[src/rtl/smd_pkg.sv]
// Shared types, widths and constants of the sensor matrix debouncer.
package smd_pkg;

    localparam int ROW_W    = 3;
    localparam int COL_W    = 3;
    localparam int TIME_W   = 32;
    localparam int DEB_W    = 16;
    localparam int EVENT_W  = 2;
    localparam int COUNT_W  = 7;

    localparam int ROWS_DEF = 8;
    localparam int COLS_DEF = 8;

    localparam logic [DEB_W-1:0]   DEBOUNCE_RESET = 16'd75;
    localparam logic [COUNT_W-1:0] OCC_MAX        = 7'd64;

    localparam logic [EVENT_W-1:0] EV_NONE   = 2'd0;
    localparam logic [EVENT_W-1:0] EV_PLACED = 2'd1;
    localparam logic [EVENT_W-1:0] EV_LIFTED = 2'd2;

    typedef struct packed {
        logic              last_raw;
        logic              stable;
        logic [TIME_W-1:0] change_time;
    } cell_entry_t;

    localparam cell_entry_t CELL_RESET = '{last_raw: 1'b1, stable: 1'b1, change_time: '0};

endpackage

[src/rtl/smd_if.sv]
// Handshake interfaces for samples, events and the debounce register.
interface smd_in_if import smd_pkg::*; ();
    logic              valid;
    logic              ready;
    logic [ROW_W-1:0]  row;
    logic [COL_W-1:0]  col;
    logic              level;
    logic [TIME_W-1:0] now_ms;

    modport source (output valid, output row, output col, output level, output now_ms,
                    input ready);
    modport sink   (input valid, input row, input col, input level, input now_ms,
                    output ready);
endinterface

interface smd_out_if import smd_pkg::*; ();
    logic               valid;
    logic               ready;
    logic [EVENT_W-1:0] event_res;
    logic [ROW_W-1:0]   event_row;
    logic [COL_W-1:0]   event_col;
    logic [COUNT_W-1:0] occupied_count;

    modport source (output valid, output event_res, output event_row, output event_col,
                    output occupied_count, input ready);
    modport sink   (input valid, input event_res, input event_row, input event_col,
                    input occupied_count, output ready);
endinterface

interface smd_cfg_if import smd_pkg::*; ();
    logic             valid;
    logic             ready;
    logic [DEB_W-1:0] debounce_ms;

    modport source (output valid, output debounce_ms, input ready);
    modport sink   (input valid, input debounce_ms, output ready);
endinterface

[src/rtl/smd_state_ram.sv]
// Per-cell state memory with registered read and per-entry valid bits.
module smd_state_ram import smd_pkg::*;
#(
    parameter int DEPTH  = ROWS_DEF * COLS_DEF,
    parameter int ADDR_W = (DEPTH > 1) ? $clog2(DEPTH) : 1
)
(
    input  logic              clk,
    input  logic              rst_n,
    input  logic              rd_en,
    input  logic [ADDR_W-1:0] rd_addr,
    output cell_entry_t       rd_data,
    input  logic              wr_en,
    input  logic [ADDR_W-1:0] wr_addr,
    input  cell_entry_t       wr_data
);

    cell_entry_t       mem [DEPTH];
    cell_entry_t       rd_raw_reg;
    logic              rd_valid_reg;
    logic [DEPTH-1:0]  valid_reg;

    always_ff @(posedge clk)
    begin
        if (wr_en)
        begin
            mem[wr_addr] <= wr_data;
        end
        if (rd_en)
        begin
            rd_raw_reg <= mem[rd_addr];
        end
    end

    always_ff @(posedge clk or negedge rst_n)
    begin
        if (!rst_n)
        begin
            valid_reg    <= '0;
            rd_valid_reg <= 1'b0;
        end
        else
        begin
            if (wr_en)
            begin
                valid_reg[wr_addr] <= 1'b1;
            end
            if (rd_en)
            begin
                rd_valid_reg <= valid_reg[rd_addr];
            end
        end
    end

    assign rd_data = rd_valid_reg ? rd_raw_reg : CELL_RESET;

endmodule

[src/rtl/sensor_matrix_debouncer.sv]
// Top level of the sensor matrix debouncer: per-cell debounce and occupancy count.
// A sample is registered in the s1 stage and then in the output registers; s1 holds while events stall.
// Throughput: one sample per cycle while the event output accepts, set by the single read-modify-write
// of the cell memory, with the written entry forwarded to a following sample of the same cell.
// Reset: control, valid bits and occupancy clear at once, debounce_ms returns to 75;
// no clearing pass, a sample may be taken in the first cycle after reset.
module sensor_matrix_debouncer import smd_pkg::*;
#(
    parameter int ROWS = ROWS_DEF,
    parameter int COLS = COLS_DEF
)
(
    input  logic       clk,
    input  logic       rst_n,
    smd_cfg_if.sink    cfg,
    smd_in_if.sink     samples,
    smd_out_if.source  events
);

    localparam int CELLS  = ROWS * COLS;
    localparam int IDX_W  = (CELLS > 1) ? $clog2(CELLS) : 1;
    localparam int PROD_W = ROW_W + COL_W + 2;

    logic [DEB_W-1:0]   debounce_reg;
    logic [COUNT_W-1:0] occupancy_reg;
    logic [COUNT_W-1:0] occupancy_next;

    logic               s1_valid_reg;
    logic [ROW_W-1:0]   s1_row_reg;
    logic [COL_W-1:0]   s1_col_reg;
    logic               s1_level_reg;
    logic [TIME_W-1:0]  s1_now_reg;
    logic [IDX_W-1:0]   s1_idx_reg;
    logic               s1_in_range_reg;
    logic               fwd_hit_reg;
    cell_entry_t        fwd_data_reg;

    logic               out_valid_reg;
    logic [EVENT_W-1:0] out_event_reg;
    logic [ROW_W-1:0]   out_row_reg;
    logic [COL_W-1:0]   out_col_reg;
    logic [COUNT_W-1:0] out_count_reg;

    logic               in_take;
    logic               in_range;
    logic [PROD_W-1:0]  in_sum;
    logic [IDX_W-1:0]   in_idx;
    logic               s1_adv;
    logic               s1_wr;
    cell_entry_t        ram_rd;
    cell_entry_t        cur;
    cell_entry_t        entry_next;
    logic [TIME_W-1:0]  ct;
    logic [TIME_W-1:0]  elapsed;
    logic               take;
    logic [EVENT_W-1:0] event_next;

    assign cfg.ready = 1'b1;

    always_ff @(posedge clk or negedge rst_n)
    begin
        if (!rst_n)
        begin
            debounce_reg <= DEBOUNCE_RESET;
        end
        else if (cfg.valid)
        begin
            debounce_reg <= cfg.debounce_ms;
        end
    end

    // decode the cell address
    assign in_range = (int'(samples.row) < ROWS) && (int'(samples.col) < COLS);
    assign in_sum   = PROD_W'(samples.row) * PROD_W'(COLS) + PROD_W'(samples.col);
    assign in_idx   = in_sum[IDX_W-1:0];

    assign s1_adv        = s1_valid_reg && (!out_valid_reg || events.ready);
    assign s1_wr         = s1_adv && s1_in_range_reg;
    assign samples.ready = !s1_valid_reg || s1_adv;
    assign in_take       = samples.valid && samples.ready;

    smd_state_ram #(
        .DEPTH  (CELLS),
        .ADDR_W (IDX_W)
    ) u_state_ram (
        .clk     (clk),
        .rst_n   (rst_n),
        .rd_en   (in_take),
        .rd_addr (in_idx),
        .rd_data (ram_rd),
        .wr_en   (s1_wr),
        .wr_addr (s1_idx_reg),
        .wr_data (entry_next)
    );

    // update the cell entry and the count
    always_comb
    begin
        cur     = fwd_hit_reg ? fwd_data_reg : ram_rd;
        ct      = (cur.last_raw != s1_level_reg) ? s1_now_reg : cur.change_time;
        elapsed = s1_now_reg - ct;
        take    = (elapsed > TIME_W'(debounce_reg)) && (s1_level_reg != cur.stable);
        entry_next.last_raw    = s1_level_reg;
        entry_next.stable      = take ? s1_level_reg : cur.stable;
        entry_next.change_time = ct;
        event_next     = EV_NONE;
        occupancy_next = occupancy_reg;
        if (s1_in_range_reg && take)
        begin
            if (!s1_level_reg)
            begin
                event_next = EV_PLACED;
                if (occupancy_reg < OCC_MAX)
                begin
                    occupancy_next = occupancy_reg + 1'b1;
                end
            end
            else
            begin
                event_next = EV_LIFTED;
                if (occupancy_reg != '0)
                begin
                    occupancy_next = occupancy_reg - 1'b1;
                end
            end
        end
    end

    always_ff @(posedge clk or negedge rst_n)
    begin
        if (!rst_n)
        begin
            s1_valid_reg  <= 1'b0;
            fwd_hit_reg   <= 1'b0;
            out_valid_reg <= 1'b0;
            occupancy_reg <= '0;
        end
        else
        begin
            if (in_take)
            begin
                s1_valid_reg <= 1'b1;
                fwd_hit_reg  <= s1_wr && (s1_idx_reg == in_idx);
            end
            else if (s1_adv)
            begin
                s1_valid_reg <= 1'b0;
            end
            if (s1_adv)
            begin
                out_valid_reg <= 1'b1;
                occupancy_reg <= occupancy_next;
            end
            else if (events.ready)
            begin
                out_valid_reg <= 1'b0;
            end
        end
    end

    always_ff @(posedge clk)
    begin
        if (in_take)
        begin
            s1_row_reg      <= samples.row;
            s1_col_reg      <= samples.col;
            s1_level_reg    <= samples.level;
            s1_now_reg      <= samples.now_ms;
            s1_idx_reg      <= in_idx;
            s1_in_range_reg <= in_range;
            fwd_data_reg    <= entry_next;
        end
        if (s1_adv)
        begin
            out_event_reg <= event_next;
            out_row_reg   <= s1_row_reg;
            out_col_reg   <= s1_col_reg;
            out_count_reg <= occupancy_next;
        end
    end

    assign events.valid          = out_valid_reg;
    assign events.event_res      = out_event_reg;
    assign events.event_row      = out_row_reg;
    assign events.event_col      = out_col_reg;
    assign events.occupied_count = out_count_reg;

endmodule

[src/flat_wrapper.sv]
// flat-port wrapper written by rule: the top's interface ports become plain ports
module sensor_matrix_debouncer_flat import smd_pkg::*;
#(
    parameter int ROWS = ROWS_DEF,
    parameter int COLS = COLS_DEF
)
  (clk, rst_n, cfg_valid, cfg_debounce_ms, cfg_ready, samples_valid, samples_row, samples_col, samples_level, samples_now_ms, samples_ready, events_valid, events_event_res, events_event_row, events_event_col, events_occupied_count, events_ready);
  smd_cfg_if cfg_i ();
  smd_in_if samples_i ();
  smd_out_if events_i ();
  input  logic clk;
  input  logic rst_n;
  input wire logic [$bits(cfg_i.valid)-1:0] cfg_valid;
  input wire logic [$bits(cfg_i.debounce_ms)-1:0] cfg_debounce_ms;
  output wire logic [$bits(cfg_i.ready)-1:0] cfg_ready;
  input wire logic [$bits(samples_i.valid)-1:0] samples_valid;
  input wire logic [$bits(samples_i.row)-1:0] samples_row;
  input wire logic [$bits(samples_i.col)-1:0] samples_col;
  input wire logic [$bits(samples_i.level)-1:0] samples_level;
  input wire logic [$bits(samples_i.now_ms)-1:0] samples_now_ms;
  output wire logic [$bits(samples_i.ready)-1:0] samples_ready;
  output wire logic [$bits(events_i.valid)-1:0] events_valid;
  output wire logic [$bits(events_i.event_res)-1:0] events_event_res;
  output wire logic [$bits(events_i.event_row)-1:0] events_event_row;
  output wire logic [$bits(events_i.event_col)-1:0] events_event_col;
  output wire logic [$bits(events_i.occupied_count)-1:0] events_occupied_count;
  input wire logic [$bits(events_i.ready)-1:0] events_ready;
  assign cfg_i.valid = cfg_valid;
  assign cfg_i.debounce_ms = cfg_debounce_ms;
  assign cfg_ready = cfg_i.ready;
  assign samples_i.valid = samples_valid;
  assign samples_i.row = samples_row;
  assign samples_i.col = samples_col;
  assign samples_i.level = samples_level;
  assign samples_i.now_ms = samples_now_ms;
  assign samples_ready = samples_i.ready;
  assign events_valid = events_i.valid;
  assign events_event_res = events_i.event_res;
  assign events_event_row = events_i.event_row;
  assign events_event_col = events_i.event_col;
  assign events_occupied_count = events_i.occupied_count;
  assign events_i.ready = events_ready;
  sensor_matrix_debouncer #(.ROWS(ROWS), .COLS(COLS)) u_core (.clk(clk), .rst_n(rst_n), .cfg(cfg_i), .samples(samples_i), .events(events_i));
endmodule
[config.mk]
export PLATFORM = sky130hd
export DESIGN_NAME = sensor_matrix_debouncer_flat
export DESIGN_NICKNAME = d
export VERILOG_FILES = /design/src/rtl/smd_pkg.sv /design/src/rtl/smd_if.sv /design/src/rtl/smd_state_ram.sv /design/src/rtl/sensor_matrix_debouncer.sv /design/src/flat_wrapper.sv
export SDC_FILE = /design/constraint.sdc
export NUM_CORES = 2
export LEC_CHECK = 0
export ABC_AREA = 1
export BUFFER_PORTS_ARGS = -buffer_cell sky130_fd_sc_hd__clkbuf_2
export CAP_MARGIN = 40
export CORE_MARGIN = 2
export CORE_UTILIZATION = 50
export DETAILED_ROUTE_END_ITERATION = 10
export PLACE_DENSITY = 0.68
export SLEW_MARGIN = 20
export SYNTH_ARGS = -nofsm -noshare
export SYNTH_HDL_FRONTEND = slang
export SYNTH_HIERARCHICAL = 1
export SYNTH_SLANG_ARGS = --single-unit
[constraint.sdc]
create_clock -name clk -period 7.8 [get_ports clk]
set_input_delay 1.17 -clock clk [delete_from_list [all_inputs] [get_ports clk]]
set_output_delay 1.17 -clock clk [all_outputs]
set_load 0.05 [all_outputs]
Yosys cells after proc, flatten, opt, wreduce, memory -nomap -nowiden
Memory sizes are Yosys's and may differ from the RTL's. A register that Yosys moved wholly into a read port is not among the register bits.
Cells that the tools add are included.
Word-level totals
  logic and storage cells: 64
  memories: 1
  output and inout bits: 18
  bits in writable memories: 2176
  register bits after elaboration: 185
Memories
  u_core.u_state_ram.mem: depth 64, width 34, read ports 1, clocked after Yosys merged registers in 1, wr ports 1, RTL line smd_state_ram.sv:18  | cell_entry_t mem [DEPTH];
Cells by class
  magnitude comparators: 5
  reductions and logical operators: 12
  equal/unequal tests: 3
  bitwise gates (word level): 1
  multiplexer cells: 19
  $add $sub $neg: 4
Operators by type and width (number)
  34-bit 2-to-1 mux: 2
  64-bit OR: 1
  32-bit by 16-bit > comparator with 1-bit output: 1
  32-bit 2-to-1 mux: 1
  32-bit subtractor: 1
  7-bit 2-to-1 mux: 4
  6-bit by 7-bit less-than comparator with 1-bit output (second input constant): 2
  1-bit 2-to-1 mux: 9
  7-bit by 1-bit adder with 7-bit output (second input constant): 1
  7-bit less-than comparator (second input constant): 1
  7-bit nonzero test: 1
  7-bit by 1-bit subtractor with 7-bit output (second input constant): 1
  6-bit by 3-bit adder with 6-bit output: 1
  1-bit binary-select mux with 6-bit select: 1
  1-bit demux with 6-bit select: 1
  6-bit equality test: 1
  6-bit by 1-bit greater-or-equal comparator with 1-bit output (second input constant): 1
  1-bit logical AND: 5
  2-bit nonzero test: 2
  1-bit logical NOT: 2
  1-bit logical OR: 2
  2-bit 2-to-1 mux: 1
  1-bit inequality test: 2

Longest topological paths before layout
  depth after elaboration: 8
  mapped depth: 40
  depth with buffers taken out: 36

Cells and area by module
Netlist, hierarchy kept.
Modules (own cells, without submodules)
  smd_state_ram: cells each 7394, area each 90709.5 um^2, instances 1, sequential area each 67990.2 um^2
  sensor_matrix_debouncer: cells each 1069, area each 8114.0 um^2, instances 1, sequential area each 3298.2 um^2

Worst setup path before layout
OpenSTA, ideal clock, no wires.
  path kind: register to register
  start: register u_core.s1_level_reg
  end: register u_core/fwd_data_reg[32] in the netlist's numbering (data pin)
  clock period less this slack: 8.219 ns
  setup slack: -0.419 ns
  library setup time: 0.518 ns
  data arrival time: 7.701 ns
  stages on the path, launching flop included: 31
  cell sequence: edfxtp_1 > buf_2 > nand3_2 > nand2_4 > buf_6 > buf_2 > inv_1 > o21ai_0 > inv_1 > ha_1 > inv_1 > o21ai_1 > nand2_1 > nand2_1 > a21oi_1 > nand2_2 > xor2_1 > ha_1 > nand2_1 > inv_1 > nand3_1 > nor3_1 > nand4_1 > o21ai_0 > nand3_1 > nor2_1 > nand2_1 > nor2_2 > nand2_4 > nand2_1 > nand2_1
RTL lines
  from (decl): RTL line sensor_matrix_debouncer.sv:31  | logic s1_level_reg;
  from (signal assigned): RTL line sensor_matrix_debouncer.sv:167  | s1_level_reg <= samples.level;
  to (signal assigned): RTL line sensor_matrix_debouncer.sv:171  | fwd_data_reg <= entry_next;
  to (decl): RTL line sensor_matrix_debouncer.sv:36  | cell_entry_t fwd_data_reg;

==> flow_summary_export.csv <==
group,metric,value,unit
synthesis,synth-main-ff-cell,"edfxtp_1",
clocking,clk_pin_slew_worst_paths,60,ps
worst_setup_path,r2r_slack,1590,ps
placement,place_area,103000,µm²
floorplan,rows,163,
drt,vias,66600,
finish,final_core_util,55.9,%
synthesis,yosysUniqueCellTypes,51,
worst_setup_path,r2r-end,"u_core/u_state_ram/mem[32][32]",
clocking,clock_latency,880,ps
floorplan,die_area,201000,µm²
finish,final_cell_mix,"2298 x edfxtp_1, 2254 x nand2_1, 1665 x nand3_1",
timing,fin_crit,6210,ps
global_routing,grt_pass1_wl,410000,µm
timing,finalHoldViolations,0,
global_routing,gr-usage-all-layers,27.2,%
synthesis,ys_seq_elements,2389,
drt,vias_per_cell,5.91,
worst_setup_path,worstSetupPathType,"register to register",
finish,stdcell_area,110000,µm²
synthesis,synth.yosys.seq_area_share,72.1,%
placement,pre_cts_ws,1590,ps
worst_setup_path,startpoint_type,"register",
clocking,cts_hold_buf,0,
global_routing,grt_antenna_before_repair,7,
worst_setup_path,critPathMaxFanout,52,
placement,port-buffer-count,76,
clocking,htree_levels,4,
timing,skew,47.2,ps
power_and_ir_drop,power,29.0,mW
timing,final_max_slew_viol_count,0,
clocking,cts_buffers,226,
clocking,clk_path_buf_depth,3,
timing,tns,0,ps
timing,min_period_over_period,79.7,%
global_routing,grt_pass1_vias,63200,
worst_setup_path,r2r-start,"u_core/fwd_hit_reg",
finish,final_layout_size_suffix_gt1_share,9.47,%
floorplan,core,197000,µm²
timing,setup_ws,1590,ps
finish,nets,8528,
floorplan,fp.dieH,449,µm
worst_hold_path,hold_path.class,"input port to asynchronous set/reset pin",
worst_setup_path,cp_common_cell,"nand2_1",
placement,dpl.hpwl,148000,µm
drt,route.detailed.drc,0,
synthesis,synth_warnings,6,
clocking,cts_resized,0,
placement,place.gp.congestion,0.867,
power_and_ir_drop,leakage,39.7,nW
worst_setup_path,crit_path_max_incr_delay,740,ps
worst_setup_path,cp_data_arrival_time,6790,ps
timing,setup_viol,0,
synthesis,synthCells,8463,
timing,fmax,0.161,GHz
timing,rsz0062_at_grt,"false",
finish,largest_reg_flops,2176,
floorplan,ios,78,
floorplan,die_x,449,µm
drt,routed_wl,280000,µm
drt,dr.pass1.iters,9,
synthesis,syn_avg_cell_area,11.7,µm²
synthesis,synth_area,98800,µm²
clocking,cts_tree,"built",
timing,maxSlewHeadroom,15.8,%
clocking,clock_sinks,2389,
synthesis,synth-edff-count,2298,
power_and_ir_drop,ir_worst_vdd,0.228,mV
global_routing,grt_max_degree,232,
worst_setup_path,r2r.worst_path.cells,32,
worst_setup_path,slowest_stage,"dfrtp_1",
clocking,clockRootBuffer,"clkbuf_16",
worst_setup_path,required,8380,ps
finish,syn2layout_area_growth,11.3,%
timing,worst_slew_pin_slew,1260,ps
run,cap_violations,0,
status,status,"complete, no violations",
worst_setup_path,cp-end-kind,"register",
finish,layout_commonest_cell,"edfxtp_1",
global_routing,overflow,0,
drt,wl_per_cell,24.8,µm
power_and_ir_drop,powerDensity,264,nW/µm²
synthesis,syn-num-nets,8563,
drt,drtIter0Drc,8810,
drt,ant_nets,0,
floorplan,start_util,50.2,%
synthesis,async_flop_share,3.81,%
clocking,post_cts_buffers,0,
-- per-layer routing --
| layer | global-route usage [%] | routed length, µm | vias up |
|---|---|---|---|
| li1 | - | - | 29800 |
| met2 | 43.4 | 131000 | 3576 |
| met4 | 10.0 | 9830 | 10 |
| met3 | 5.47 | 29100 | 545 |
| met1 | 37.2 | 110000 | 32700 |
| met5 | 0 | 63 | - |
-- power by group --
group / internal (mW) / switching (mW) / leakage, nW
Sequential: 14.9 / 0.145 / 22.0
Combinational: 0.842 / 2.49 / 14.2
Clock: 5.87 / 4.76 / 3.47
Total: 21.6 / 7.40 / 39.7
-- synthesized netlist by cell type (2+ instances only) --
cell | number | area (µm²)
nor2_1 | 397 | 1490
a21boi_1 | 2 | 15.0
nand3_4 | 2 | 35.0
buf_4 | 14 | 105
inv_1 | 273 | 1020
buf_1 | 66 | 248
ha_1 | 40 | 500
nand3_2 | 15 | 150
or2_2 | 81 | 507
nor4_1 | 10 | 62.6
o211ai_1 | 4 | 30.0
xor2_1 | 22 | 193
edfxtp_1 | 2298 | 69000
nand3b_1 | 2 | 15.0
o32ai_1 | 2 | 17.5
a21oi_1 | 114 | 571
o21ai_1 | 18 | 90.1
xnor2_1 | 5 | 43.8
inv_2 | 6 | 22.5
and2_1 | 2 | 12.5
dfrtp_1 | 87 | 2180
dfstp_2 | 4 | 105
nand4_1 | 15 | 93.8
nand3_1 | 1665 | 8330
nand2_2 | 31 | 194
nand2_4 | 2 | 22.5
o21ai_0 | 411 | 2060
buf_6 | 17 | 191
buf_2 | 229 | 1150
clkbuf_1 | 191 | 717
clkinv_1 | 5 | 18.8
o22ai_1 | 138 | 863
nand2_1 | 2255 | 8460
nor2_2 | 10 | 62.6
nor3_1 | 14 | 70.1
-- area by class of cell --
type,count,area (µm²)
sequential,2389,71300
timing repair buffer,255,2490
tap,2640,3300
clock buffer,297,6070
clock inverter,129,1060
multi-input combinational,5270,24700
fill,16000,86800
inverter,286,1120
antenna,7,17.5
-- metrics by stage --
| stage | instances | hold slack (ps) |
|---|---|---|
| floorplan | 8463 | 440 |
| global placement | 10800 | 451 |
| detailed placement | 10800 | 452 |
| CTS | 11300 | 275 |
| global route | 11300 | 308 |
| finish | 11300 | 286 |
-- worst max path at each step --
stage          cells past startpoint                start                              to  slack [ps]
5_1_grt                           32   u_core/fwd_hit_reg  u_core/u_state_ram/mem[51][32]        1070
4_1_cts                           32   u_core/fwd_hit_reg  u_core/u_state_ram/mem[52][32]        1570
6_report                          32   u_core/fwd_hit_reg  u_core/u_state_ram/mem[32][32]        1590
3_5_place_dp                      32   u_core/fwd_hit_reg  u_core/u_state_ram/mem[56][32]        1590
3_3_place_gp                      31   u_core/fwd_hit_reg  u_core/u_state_ram/mem[60][32]        1320
2_1_floorplan                     32  u_core/s1_level_reg         u_core/fwd_data_reg[32]          40
-- cell families (layout without fill, tap and decap cells) --
family	Yosys count	count (layout)	synth area share, %
AOI/OAI and AO/OA	696	696	3.75
buffers and inverters	804	967	3.55
DFF	2389	2389	72.1
adders and majority gates	40	40	0.506
other	1	8	0.00379
muxes	1	1	0.0114
and+or+nand+nor	4505	4505	19.8
xor gates and xnor gates	27	27	0.239
-- worst max-delay path: cells and delay by family, from the launching register on --
| kind | cells | cell delay [ps] |
|---|---|---|
| AOI/OAI and AO/OA | 2 | 340 |
| xor gates and xnor gates | 1 | 150 |
| adders and majority gates | 3 | 630 |
| buffers and inverters | 6 | 1150 |
| DFF | 1 | 740 |
| and+or+nand+nor | 20 | 2880 |
No activity file was read; power rests on OpenSTA's default activity.
